`src/assert_macros.svh`:
```
`ifndef ASSERT_MACROS_SVH
`define ASSERT_MACROS_SVH

// Property checked on every rising edge of clk, off while rst is high.
`define ASSERT_CLK(label, prop, msg) \
  label: assert property (@(posedge clk) disable iff (rst) (prop)) else $error(msg);

// Same-cycle implication: whenever ante holds, cons must hold.
`define ASSERT_IMPL(label, ante, cons, msg) \
  `ASSERT_CLK(label, (ante) |-> (cons), msg)

// Next-cycle implication: whenever ante holds, cons must hold in the next cycle.
`define ASSERT_NEXT(label, ante, cons, msg) \
  `ASSERT_CLK(label, (ante) |=> (cons), msg)

`endif

```
`src/fra_pkg.sv`:
```
package fra_pkg;

  // operand and result field widths
  localparam int OperandWidth = 16;
  localparam int ProdWidth    = 2 * OperandWidth;
  localparam int SumWidth     = ProdWidth + 1;
  localparam int WholeWidth   = 32;
  localparam int FracNumWidth = 30;
  localparam int FracDenWidth = 31;

  // divider runs one quotient bit per cycle
  localparam int DivSteps     = WholeWidth;
  localparam int DivCntWidth  = $clog2(DivSteps + 1);

  // default depth of the queue between front and back
  localparam int QueueDepth   = 2;

  // operation codes
  localparam logic [1:0] OpAdd = 2'd0;
  localparam logic [1:0] OpSub = 2'd1;
  localparam logic [1:0] OpMul = 2'd2;
  localparam logic [1:0] OpDiv = 2'd3;

  typedef struct packed {
    logic [1:0]                     op;
    logic signed [OperandWidth-1:0] left_num;
    logic signed [OperandWidth-1:0] left_den;
    logic signed [OperandWidth-1:0] right_num;
    logic signed [OperandWidth-1:0] right_den;
  } fra_in_t;

  typedef struct packed {
    logic                    error;
    logic                    negative;
    logic                    is_whole;
    logic [WholeWidth-1:0]   whole_part;
    logic [FracNumWidth-1:0] frac_num;
    logic [FracDenWidth-1:0] frac_den;
  } fra_out_t;

  // classified request: magnitudes and sign of the unreduced fraction
  typedef struct packed {
    logic                    err;
    logic                    neg;
    logic [WholeWidth-1:0]   un;
    logic [FracDenWidth-1:0] ud;
  } fra_entry_t;

  typedef struct packed {
    logic                    start;
    logic [WholeWidth-1:0]   dividend0;
    logic [WholeWidth-1:0]   dividend1;
    logic [FracDenWidth-1:0] divisor;
  } fra_div_req_t;

  typedef struct packed {
    logic                    done;
    logic [WholeWidth-1:0]   quo0;
    logic [FracDenWidth-1:0] rem0;
    logic [WholeWidth-1:0]   quo1;
  } fra_div_resp_t;

endpackage

```
`src/fra_front.sv`:
```
module fra_front (
  input  logic                clk,
  input  logic                rst,
  input  logic                req_valid,
  output logic                req_ready,
  input  fra_pkg::fra_in_t    req_data,
  output logic                push_valid,
  input  logic                push_ready,
  output fra_pkg::fra_entry_t push_data
);
  import fra_pkg::*;

  localparam logic [2:0] F_IDLE = 3'd0;
  localparam logic [2:0] F_MUL0 = 3'd1;
  localparam logic [2:0] F_MUL1 = 3'd2;
  localparam logic [2:0] F_MUL2 = 3'd3;
  localparam logic [2:0] F_PUSH = 3'd4;

  localparam logic signed [OperandWidth-1:0] OneOperand = OperandWidth'(1);

  logic [2:0]                     state;
  fra_in_t                        opnd;
  logic                           in_err;
  logic                           eq_den;
  logic signed [ProdWidth-1:0]    p0;
  logic signed [ProdWidth-1:0]    p1;
  logic signed [ProdWidth-1:0]    pd;

  logic                           addsub;
  logic signed [OperandWidth-1:0] ma;
  logic signed [OperandWidth-1:0] mb;
  logic signed [ProdWidth-1:0]    prod;
  logic signed [SumWidth-1:0]     num;
  logic [SumWidth-1:0]            unum;
  logic [ProdWidth-1:0]           uden;

  assign addsub = (opnd.op == OpAdd) || (opnd.op == OpSub);

  // operand select for the shared multiplier, one product per step
  always_comb begin
    ma = opnd.left_num;
    mb = OneOperand;
    case (state)
      F_MUL0: begin
        ma = opnd.left_num;
        if (addsub) begin
          mb = eq_den ? OneOperand : opnd.right_den;
        end else if (opnd.op == OpMul) begin
          mb = opnd.right_num;
        end else begin
          mb = opnd.right_den;
        end
      end
      F_MUL1: begin
        ma = opnd.right_num;
        mb = addsub ? (eq_den ? OneOperand : opnd.left_den) : '0;
      end
      F_MUL2: begin
        ma = opnd.left_den;
        if (addsub) begin
          mb = eq_den ? OneOperand : opnd.right_den;
        end else if (opnd.op == OpMul) begin
          mb = opnd.right_den;
        end else begin
          mb = opnd.right_num;
        end
      end
      default: begin
        ma = opnd.left_num;
        mb = OneOperand;
      end
    endcase
  end

  assign prod = ma * mb;

  // numerator sum and magnitudes
  always_comb begin
    if (opnd.op == OpSub) begin
      num = {p0[ProdWidth-1], p0} - {p1[ProdWidth-1], p1};
    end else begin
      num = {p0[ProdWidth-1], p0} + {p1[ProdWidth-1], p1};
    end
    unum = num[SumWidth-1] ? SumWidth'(-num) : SumWidth'(num);
    uden = pd[ProdWidth-1] ? ProdWidth'(-pd) : ProdWidth'(pd);
  end

  assign req_ready  = (state == F_IDLE);
  assign push_valid = (state == F_PUSH);

  always_comb begin
    push_data.err = in_err || (pd == '0);
    push_data.neg = (num[SumWidth-1] ^ pd[ProdWidth-1]) && (num != '0);
    push_data.un  = unum[WholeWidth-1:0];
    push_data.ud  = uden[FracDenWidth-1:0];
  end

  // sequencer: capture, three products (skipped when a denominator is zero), push
  always_ff @(posedge clk) begin
    if (rst) begin
      state <= F_IDLE;
    end else begin
      case (state)
        F_IDLE: begin
          if (req_valid) begin
            opnd   <= req_data;
            in_err <= (req_data.left_den == '0) || (req_data.right_den == '0);
            eq_den <= (req_data.left_den == req_data.right_den);
            if ((req_data.left_den == '0) || (req_data.right_den == '0)) begin
              state <= F_PUSH;
            end else begin
              state <= F_MUL0;
            end
          end
        end
        F_MUL0: begin
          p0    <= prod;
          state <= F_MUL1;
        end
        F_MUL1: begin
          p1    <= prod;
          state <= F_MUL2;
        end
        F_MUL2: begin
          pd    <= prod;
          state <= F_PUSH;
        end
        F_PUSH: begin
          if (push_ready) begin
            state <= F_IDLE;
          end
        end
        default: state <= F_IDLE;
      endcase
    end
  end

endmodule

```
`src/fra_queue.sv`:
```
module fra_queue #(
  parameter int DEPTH = fra_pkg::QueueDepth
) (
  input  logic                clk,
  input  logic                rst,
  input  logic                push_valid,
  output logic                push_ready,
  input  fra_pkg::fra_entry_t push_data,
  output logic                head_valid,
  input  logic                pop,
  output fra_pkg::fra_entry_t head
);
  import fra_pkg::*;

  localparam int PtrWidth = (DEPTH > 1) ? $clog2(DEPTH) : 1;
  localparam int CntWidth = $clog2(DEPTH + 1);

  fra_entry_t            slots [DEPTH];
  logic [PtrWidth-1:0]   wr_ptr;
  logic [PtrWidth-1:0]   rd_ptr;
  logic [CntWidth-1:0]   count;
  logic                  do_push;
  logic                  do_pop;

  assign push_ready = (count != CntWidth'(DEPTH));
  assign head_valid = (count != '0);
  assign head       = slots[rd_ptr];
  assign do_push    = push_valid && push_ready;
  assign do_pop     = pop && head_valid;

  // storage
  always_ff @(posedge clk) begin
    if (do_push) begin
      slots[wr_ptr] <= push_data;
    end
  end

  // pointers and fill count
  always_ff @(posedge clk) begin
    if (rst) begin
      wr_ptr <= '0;
      rd_ptr <= '0;
      count  <= '0;
    end else begin
      if (do_push) begin
        wr_ptr <= (wr_ptr == PtrWidth'(DEPTH - 1)) ? '0 : wr_ptr + PtrWidth'(1);
      end
      if (do_pop) begin
        rd_ptr <= (rd_ptr == PtrWidth'(DEPTH - 1)) ? '0 : rd_ptr + PtrWidth'(1);
      end
      if (do_push && !do_pop) begin
        count <= count + CntWidth'(1);
      end else if (do_pop && !do_push) begin
        count <= count - CntWidth'(1);
      end
    end
  end

endmodule

```
`src/fra_divider.sv`:
```
module fra_divider (
  input  logic                   clk,
  input  logic                   rst,
  input  fra_pkg::fra_div_req_t  div_req,
  output fra_pkg::fra_div_resp_t div_resp
);
  import fra_pkg::*;

  logic [DivCntWidth-1:0]  cnt;
  logic                    done;
  logic [FracDenWidth-1:0] dvs;
  logic [WholeWidth-1:0]   quo0;
  logic [WholeWidth-1:0]   quo1;
  logic [FracDenWidth-1:0] rem0;
  logic [FracDenWidth-1:0] rem1;

  logic [WholeWidth-1:0]   t0;
  logic [WholeWidth-1:0]   t1;
  logic [WholeWidth-1:0]   d0;
  logic [WholeWidth-1:0]   d1;
  logic                    ge0;
  logic                    ge1;

  // one restoring step per lane, both lanes share the divisor
  always_comb begin
    t0  = {rem0, quo0[WholeWidth-1]};
    t1  = {rem1, quo1[WholeWidth-1]};
    ge0 = (t0 >= {1'b0, dvs});
    ge1 = (t1 >= {1'b0, dvs});
    d0  = t0 - {1'b0, dvs};
    d1  = t1 - {1'b0, dvs};
  end

  // step counter
  always_ff @(posedge clk) begin
    if (rst) begin
      cnt  <= '0;
      done <= 1'b0;
    end else begin
      done <= (cnt == DivCntWidth'(1));
      if (div_req.start) begin
        cnt <= DivCntWidth'(DivSteps);
      end else if (cnt != '0) begin
        cnt <= cnt - DivCntWidth'(1);
      end
    end
  end

  // datapath
  always_ff @(posedge clk) begin
    if (div_req.start) begin
      dvs  <= div_req.divisor;
      quo0 <= div_req.dividend0;
      quo1 <= div_req.dividend1;
      rem0 <= '0;
      rem1 <= '0;
    end else if (cnt != '0) begin
      rem0 <= ge0 ? d0[FracDenWidth-1:0] : t0[FracDenWidth-1:0];
      rem1 <= ge1 ? d1[FracDenWidth-1:0] : t1[FracDenWidth-1:0];
      quo0 <= {quo0[WholeWidth-2:0], ge0};
      quo1 <= {quo1[WholeWidth-2:0], ge1};
    end
  end

  always_comb begin
    div_resp.done = done;
    div_resp.quo0 = quo0;
    div_resp.rem0 = rem0;
    div_resp.quo1 = quo1;
  end

endmodule

```
`src/fra_back.sv`:
```
module fra_back (
  input  logic                   clk,
  input  logic                   rst,
  input  logic                   head_valid,
  input  fra_pkg::fra_entry_t    head,
  output logic                   pop,
  output fra_pkg::fra_div_req_t  div_req,
  input  fra_pkg::fra_div_resp_t div_resp,
  output logic                   res_valid,
  input  logic                   res_ready,
  output fra_pkg::fra_out_t      res_data
);
  import fra_pkg::*;

  localparam logic [2:0] B_IDLE   = 3'd0;
  localparam logic [2:0] B_START1 = 3'd1;
  localparam logic [2:0] B_DIV1   = 3'd2;
  localparam logic [2:0] B_GCD    = 3'd3;
  localparam logic [2:0] B_START2 = 3'd4;
  localparam logic [2:0] B_DIV2   = 3'd5;
  localparam logic [2:0] B_DONE   = 3'd6;

  localparam int ShiftWidth = $clog2(FracDenWidth);

  logic [2:0]              state;
  logic                    neg;
  logic [WholeWidth-1:0]   un;
  logic [FracDenWidth-1:0] ud;
  logic [WholeWidth-1:0]   quot;
  logic [FracNumWidth-1:0] rmd;
  logic [FracDenWidth-1:0] gu;
  logic [FracDenWidth-1:0] gv;
  logic [ShiftWidth-1:0]   gk;
  logic [FracDenWidth-1:0] gcd;
  fra_out_t                result;

  assign pop = (state == B_IDLE) && head_valid;

  // divider requests: first un / ud, then remainder and ud by the gcd
  always_comb begin
    div_req.start     = (state == B_START1) || (state == B_START2);
    div_req.dividend0 = (state == B_START1) ? un : WholeWidth'(rmd);
    div_req.dividend1 = WholeWidth'(ud);
    div_req.divisor   = (state == B_START1) ? ud : gcd;
  end

  always_ff @(posedge clk) begin
    if (rst) begin
      state     <= B_IDLE;
      res_valid <= 1'b0;
    end else begin
      if (res_valid && res_ready && (state != B_DONE)) begin
        res_valid <= 1'b0;
      end
      case (state)
        B_IDLE: begin
          if (head_valid) begin
            un  <= head.un;
            ud  <= head.ud;
            neg <= head.neg;
            if (head.err) begin
              result.error      <= 1'b1;
              result.negative   <= 1'b0;
              result.is_whole   <= 1'b0;
              result.whole_part <= '0;
              result.frac_num   <= '0;
              result.frac_den   <= '0;
              state             <= B_DONE;
            end else begin
              state <= B_START1;
            end
          end
        end
        B_START1: state <= B_DIV1;
        // whole part and remainder
        B_DIV1: begin
          if (div_resp.done) begin
            quot <= div_resp.quo0;
            rmd  <= div_resp.rem0[FracNumWidth-1:0];
            if (div_resp.rem0 == '0) begin
              result.error      <= 1'b0;
              result.negative   <= neg;
              result.is_whole   <= 1'b1;
              result.whole_part <= div_resp.quo0;
              result.frac_num   <= '0;
              result.frac_den   <= '0;
              state             <= B_DONE;
            end else begin
              gu    <= ud;
              gv    <= div_resp.rem0;
              gk    <= '0;
              state <= B_GCD;
            end
          end
        end
        // binary gcd of ud and the remainder, one step a cycle
        B_GCD: begin
          if (gu == gv) begin
            gcd   <= gu << gk;
            state <= B_START2;
          end else if (!gu[0] && !gv[0]) begin
            gu <= gu >> 1;
            gv <= gv >> 1;
            gk <= gk + ShiftWidth'(1);
          end else if (!gu[0]) begin
            gu <= gu >> 1;
          end else if (!gv[0]) begin
            gv <= gv >> 1;
          end else if (gu > gv) begin
            gu <= (gu - gv) >> 1;
          end else begin
            gv <= (gv - gu) >> 1;
          end
        end
        B_START2: state <= B_DIV2;
        // reduced numerator and denominator
        B_DIV2: begin
          if (div_resp.done) begin
            result.error      <= 1'b0;
            result.negative   <= neg;
            result.is_whole   <= 1'b0;
            result.whole_part <= quot;
            result.frac_num   <= div_resp.quo0[FracNumWidth-1:0];
            result.frac_den   <= div_resp.quo1[FracDenWidth-1:0];
            state             <= B_DONE;
          end
        end
        // hand over to the output register
        B_DONE: begin
          if (!res_valid || res_ready) begin
            res_valid <= 1'b1;
            res_data  <= result;
            state     <= B_IDLE;
          end
        end
        default: state <= B_IDLE;
      endcase
    end
  end

endmodule

```
`src/fraction_arith_reduce.sv`:
```
// Channel   Direction  Handshake               Payload
// request   in         req_valid / req_ready   req_data (fra_in_t)
// result    out        res_valid / res_ready   res_data (fra_out_t)
//
// Front: one request at a time: capture, three products on one 16x16
// multiplier, push; an input denominator of zero skips the products. Back:
// an error goes straight to done, a whole result takes one divider run, a
// reduced fraction two 32-step divider runs with binary gcd steps between.
// Sync reset clears control state only. A stalled result holds the back
// in its done state while the queue lets the front take requests until full.
`include "assert_macros.svh"

module fraction_arith_reduce #(
  parameter int QUEUE_DEPTH = fra_pkg::QueueDepth
) (
  input  logic              clk,
  input  logic              rst,
  input  logic              req_valid,
  output logic              req_ready,
  input  fra_pkg::fra_in_t  req_data,
  output logic              res_valid,
  input  logic              res_ready,
  output fra_pkg::fra_out_t res_data
);
  import fra_pkg::*;

  logic          push_valid;
  logic          push_ready;
  fra_entry_t    push_data;
  logic          head_valid;
  logic          pop;
  fra_entry_t    head;
  fra_div_req_t  div_req;
  fra_div_resp_t div_resp;

  fra_front u_front (
    .clk        (clk),
    .rst        (rst),
    .req_valid  (req_valid),
    .req_ready  (req_ready),
    .req_data   (req_data),
    .push_valid (push_valid),
    .push_ready (push_ready),
    .push_data  (push_data)
  );

  fra_queue #(
    .DEPTH (QUEUE_DEPTH)
  ) u_queue (
    .clk        (clk),
    .rst        (rst),
    .push_valid (push_valid),
    .push_ready (push_ready),
    .push_data  (push_data),
    .head_valid (head_valid),
    .pop        (pop),
    .head       (head)
  );

  fra_divider u_divider (
    .clk      (clk),
    .rst      (rst),
    .div_req  (div_req),
    .div_resp (div_resp)
  );

  fra_back u_back (
    .clk        (clk),
    .rst        (rst),
    .head_valid (head_valid),
    .head       (head),
    .pop        (pop),
    .div_req    (div_req),
    .div_resp   (div_resp),
    .res_valid  (res_valid),
    .res_ready  (res_ready),
    .res_data   (res_data)
  );

  // front takes one request at a time
  `ASSERT_NEXT(a_front_busy, req_valid && req_ready, !req_ready, "front took back-to-back requests")
  // a reduced fraction is proper and nonzero
  `ASSERT_IMPL(a_proper_frac, res_valid && !res_data.error && !res_data.is_whole, (res_data.frac_num != '0) && ({1'b0, res_data.frac_num} < res_data.frac_den), "fraction not proper")
  // whole and error results carry no fraction
  `ASSERT_IMPL(a_whole_clean, res_valid && (res_data.is_whole || res_data.error), (res_data.frac_num == '0) && (res_data.frac_den == '0), "fraction fields set on whole result")
  // divider start pulses never run back to back
  `ASSERT_NEXT(a_div_start, div_req.start, !div_req.start, "divider restarted")

endmodule

```
`config.mk`:
```
export PLATFORM = sky130hd
export DESIGN_NAME = fraction_arith_reduce
export DESIGN_NICKNAME = d
export VERILOG_FILES = /design/src/fra_pkg.sv /design/src/fra_front.sv /design/src/fra_queue.sv /design/src/fra_divider.sv /design/src/fra_back.sv /design/src/fraction_arith_reduce.sv
export VERILOG_INCLUDE_DIRS = /design/src /design/src/src
export SDC_FILE = /design/constraint.sdc
export NUM_CORES = 2
export LEC_CHECK = 0
export ABC_CLOCK_PERIOD_IN_PS = 8500
export BUFFER_PORTS_ARGS = -buffer_cell sky130_fd_sc_hd__buf_2
export CAP_MARGIN = 20
export CORE_ASPECT_RATIO = 1.2
export CORE_MARGIN = 2
export CORE_UTILIZATION = 57
export DETAILED_ROUTE_END_ITERATION = 10
export PLACE_DENSITY = 0.88
export SYNTH_ARGS = -nofsm -noshare
export SYNTH_HDL_FRONTEND = slang
export SYNTH_SLANG_ARGS = --single-unit
```
`constraint.sdc`:
```
create_clock -name clk -period 8.5 [get_ports clk]
set_input_delay 0.85 -clock clk [delete_from_list [all_inputs] [get_ports clk]]
set_output_delay 0.85 -clock clk [all_outputs]
set_load 0.005 [all_outputs]
```
==> flow_metrics.env <==
export IMPL_status="completed"
export IMPL_clock_skew_ps=74.47
export IMPL_cpMostUsedCell="fa_1"
export IMPL_reg2regPathDepth=28
export IMPL_synth_most_common_cell="edfxtp_1"
export IMPL_pre_cts_slack_ps=529.9
export IMPL_cpPeakStageDelay_ps=560
export IMPL_first_iter_violations=3610
export IMPL_synth_cell_types=90
export IMPL_end_kind="register"
export IMPL_num_rows=124
export IMPL_grt_pass1_vias=40010
export IMPL_synth_top_area_cell="edfxtp_1"
export IMPL_cts_buffers=85
export IMPL_ant_nets=0
export IMPL_design_core_area_um2=95110
export IMPL_irDropWorstVdd_mv=0.2924
export IMPL_p_per_area_nw_per_um2=366.4
export IMPL_holdPathStages=1
export IMPL_synth_area_per_cell_um2=11.00
export IMPL_cts_tree="built"
export IMPL_floorplan_initialDensity_pct=57.38
export IMPL_ys_seq_area_share_pct=47.25
export IMPL_fp_dieW_um=286.5
export IMPL_critical_path_class="register to register"
export IMPL_clockBufferDepth=3
export IMPL_root_buffer="clkbuf_16"
export IMPL_vias=39577
export IMPL_arrival_ps=8490
export IMPL_drv_cap=0
export IMPL_worstReg2RegStart="u_front.opnd[65]$_DFFE_PP_"
export IMPL_totalWireLength_um=144800
export IMPL_setup_viol=0
export IMPL_synth_flop_cell="edfxtp_1"
export IMPL_syn_area_um2=54570
export IMPL_rsz0062_at_grt="no"
export IMPL_grt_start_max_net_pins=96
export IMPL_worst_path_buf_inv=7
export IMPL_grt_total_usage_pct=29.38
export IMPL_drive_above_1_share_pct=10.74
export IMPL_place_congestion=1.009
export IMPL_dp_hpwl_um=107700
export IMPL_crit_required_ps=8930
export IMPL_synthTopCellsByArea="edfxtp_1, fa_1, ha_1"
export IMPL_r2r_end="u_front.pd[24]$_DFFE_PP_"
export IMPL_first_pass_iters=8
export IMPL_holdWs_ps=330.7
export IMPL_final_util_pct=62.85
export IMPL_setup_ws_ps=437.4
export IMPL_drcViolationCount=0
export IMPL_hold_path_class="input port to register"
export IMPL_path_clk_slew_ps=60
export IMPL_area_delta_synth_final_pct=9.533
export IMPL_clock_latency_ps=690
export IMPL_final_cells=6412
export IMPL_antenna_found_initial=0
export IMPL_gr_total_overflow=0
export IMPL_netlist_area_leader_share_pct=44.24
export IMPL_cts_sink_count=886
export IMPL_synth_edf_count=804
export IMPL_synth_nets=5542
export IMPL_htree_num_levels=3
export IMPL_grt_pass1_wl_um=223300
export IMPL_reg2reg_setup_slack_ps=440
export IMPL_max_freq_mhz=124.0
export IMPL_die_height_um=343.0
export IMPL_numPlacedInstances=6249
export IMPL_synthArstFlopShare_pct=0
export IMPL_slew_headroom_pct=31.20
export IMPL_hold_path_end="u_front.opnd[25]$_DFFE_PP_"
export IMPL_ys_ff_latch=886
export IMPL_min_period_ps=8063
export IMPL_tns_ps=0
export IMPL_p_leak_nw=23.90
export IMPL_viasPerCell=6.172
export IMPL_io_pins=168
export IMPL_cpLargestDelayFamily="adder cells"
export IMPL_hp_start="req_data[25]"
export IMPL_synth_top_cells_by_count="edfxtp_1, nand2_1, inv_1, nor2_1, fa_1"
export IMPL_hold_viol=0
export IMPL_fin_nets=5661
export IMPL_syn_inst=4960
export IMPL_post_route_period_util_pct=94.85
export IMPL_post_drt_wl_per_cell_um=22.58
export IMPL_fillers=6959
export IMPL_slowest_stage="fa_1"
export IMPL_critPathMaxFanout=15
export IMPL_port_buffers=167
export IMPL_die_area_um2=98240
export IMPL_yosys_warnings=0
export IMPL_finalMaxSlewViolations=0
export IMPL_tightest_slew_ps=1032
export IMPL_worst_setup_path_start_kind="register"
-- power breakdown --
group	internal, mW	switching (mW)	total [mW]
clock	2.10	1.74	3.84
sequential	6.48	0.793	7.27
combinational	4.01	6.78	10.8
total	12.6	9.31	21.9
-- cells in the final DEF, fill, tap and decap left out, types with 36 or more instances in the layout --
cell / instances
edfxtp_1: 804
nand2_1: 469
inv_1: 449
nor2_1: 436
fa_1: 268
a21oi_1: 265
o21ai_0: 244
ha_1: 244
xnor2_1: 190
buf_2: 167
mux2i_1: 136
mux2_2: 105
a21o_1: 100
clkbuf_16: 86
and2_1: 84
dfxtp_1: 81
buf_4: 79
xor2_1: 77
nor3_1: 52
o21a_1: 49
nand3_1: 45
nor4_1: 38
a211oi_1: 36
-- worst max path at each step --
stage                                    start                           end  slack, ps  cells after the start
floorplan                                  rst  u_back.res_data[0]$_DFFE_PP_         30                      3
global placement    u_front.opnd[65]$_DFFE_PP_      u_front.p0[24]$_DFFE_PP_        770                     28
detailed placement  u_front.opnd[65]$_DFFE_PP_      u_front.p0[24]$_DFFE_PP_        530                     28
CTS                 u_front.opnd[65]$_DFFE_PP_      u_front.pd[24]$_DFFE_PP_        390                     28
global route        u_front.opnd[65]$_DFFE_PP_      u_front.pd[24]$_DFFE_PP_        110                     28
finish              u_front.opnd[65]$_DFFE_PP_      u_front.pd[24]$_DFFE_PP_        440                     28
-- cells by family (layout without fill, tap and decap cells) --
kind of cell | count (synthesis) | after routing | synth area share [%]
compound gates | 1036 | 1036 | 12.19
xor+xnor | 269 | 269 | 4.352
fa+ha+maj | 512 | 512 | 15.43
buf+inv | 670 | 861 | 4.666
flops | 886 | 886 | 47.25
mux | 249 | 249 | 4.991
other cells | 0 | 1 | 0
simple gates | 1338 | 1338 | 11.12
-- metrics by stage --
step	instance area (um^2)	power [mW]
5_1_grt	59770	23.14
2_1_floorplan	54580	14.64
4_1_cts	59720	21.67
6_report	59780	21.90
3_3_place_gp	56850	17.28
3_5_place_dp	56850	17.72
-- timing repair --
| item | in CTS | in global routing |
|---|---|---|
| resized for setup | 0 | 2 |
| setup endpoints to repair | 0 | 3 |
| buffers inserted | 0 | 0 |
| hold buffers | 0 | 0 |
-- worst register-to-register path: cells and delay by family, from the launching register on --
| family | cells | cell delay (ps) |
|---|---|---|
| simple gates | 3 | 400 |
| compound gates | 8 | 1980 |
| fa+ha+maj | 7 | 3380 |
| buf+inv | 7 | 860 |
| flops | 1 | 450 |
| mux | 1 | 220 |
| xor+xnor | 2 | 510 |
-- routing by layer --
| layer | GRT usage [%] | vias to the layer above | routed length (um) |
|---|---|---|---|
| met2 | 51.37 | 2096 | 71500 |
| met4 | 19.98 | 0 | 11610 |
| met5 | 0 | - | 0 |
| li1 | - | 17729 | - |
| met3 | 5.226 | 612 | 10910 |
| met1 | 32.68 | 19140 | 50760 |
-- state kept, by name, summed over array words and instances, names as in the netlist, 2 cells and up, named ones only --
name	count
u_divider.quo1	32
u_front.p1	32
u_back.res_data	96
u_divider.cnt	6
u_divider.rem1	31
u_divider.dvs	31
u_front.p0	32
u_front.opnd	66
u_back.state	3
u_queue.slots	130
u_back.gcd	31
u_back.ud	31
u_queue.count	2
u_divider.rem0	31
u_back.un	32
u_back.gu	31
u_back.gv	31
u_front.pd	32
u_front.state	3
u_back.result	96
u_divider.quo0	32
u_back.quot	32
u_back.rmd	30
u_back.gk	5
-- layout make-up --
cell class,count,area (um^2),area share [%]
Antenna cell,1,2.502,0.004186
Clock buffer,102,2232,3.734
Clock inverter,57,636.9,1.065
Inverter,453,1700,2.845
Multi-Input combinational cell,3404,26360,44.10
Sequential cell,886,25790,43.14
Tap cell,1260,1577,2.637
Timing Repair Buffer,249,1479,2.474
Power figures use the tool's default switching activity.
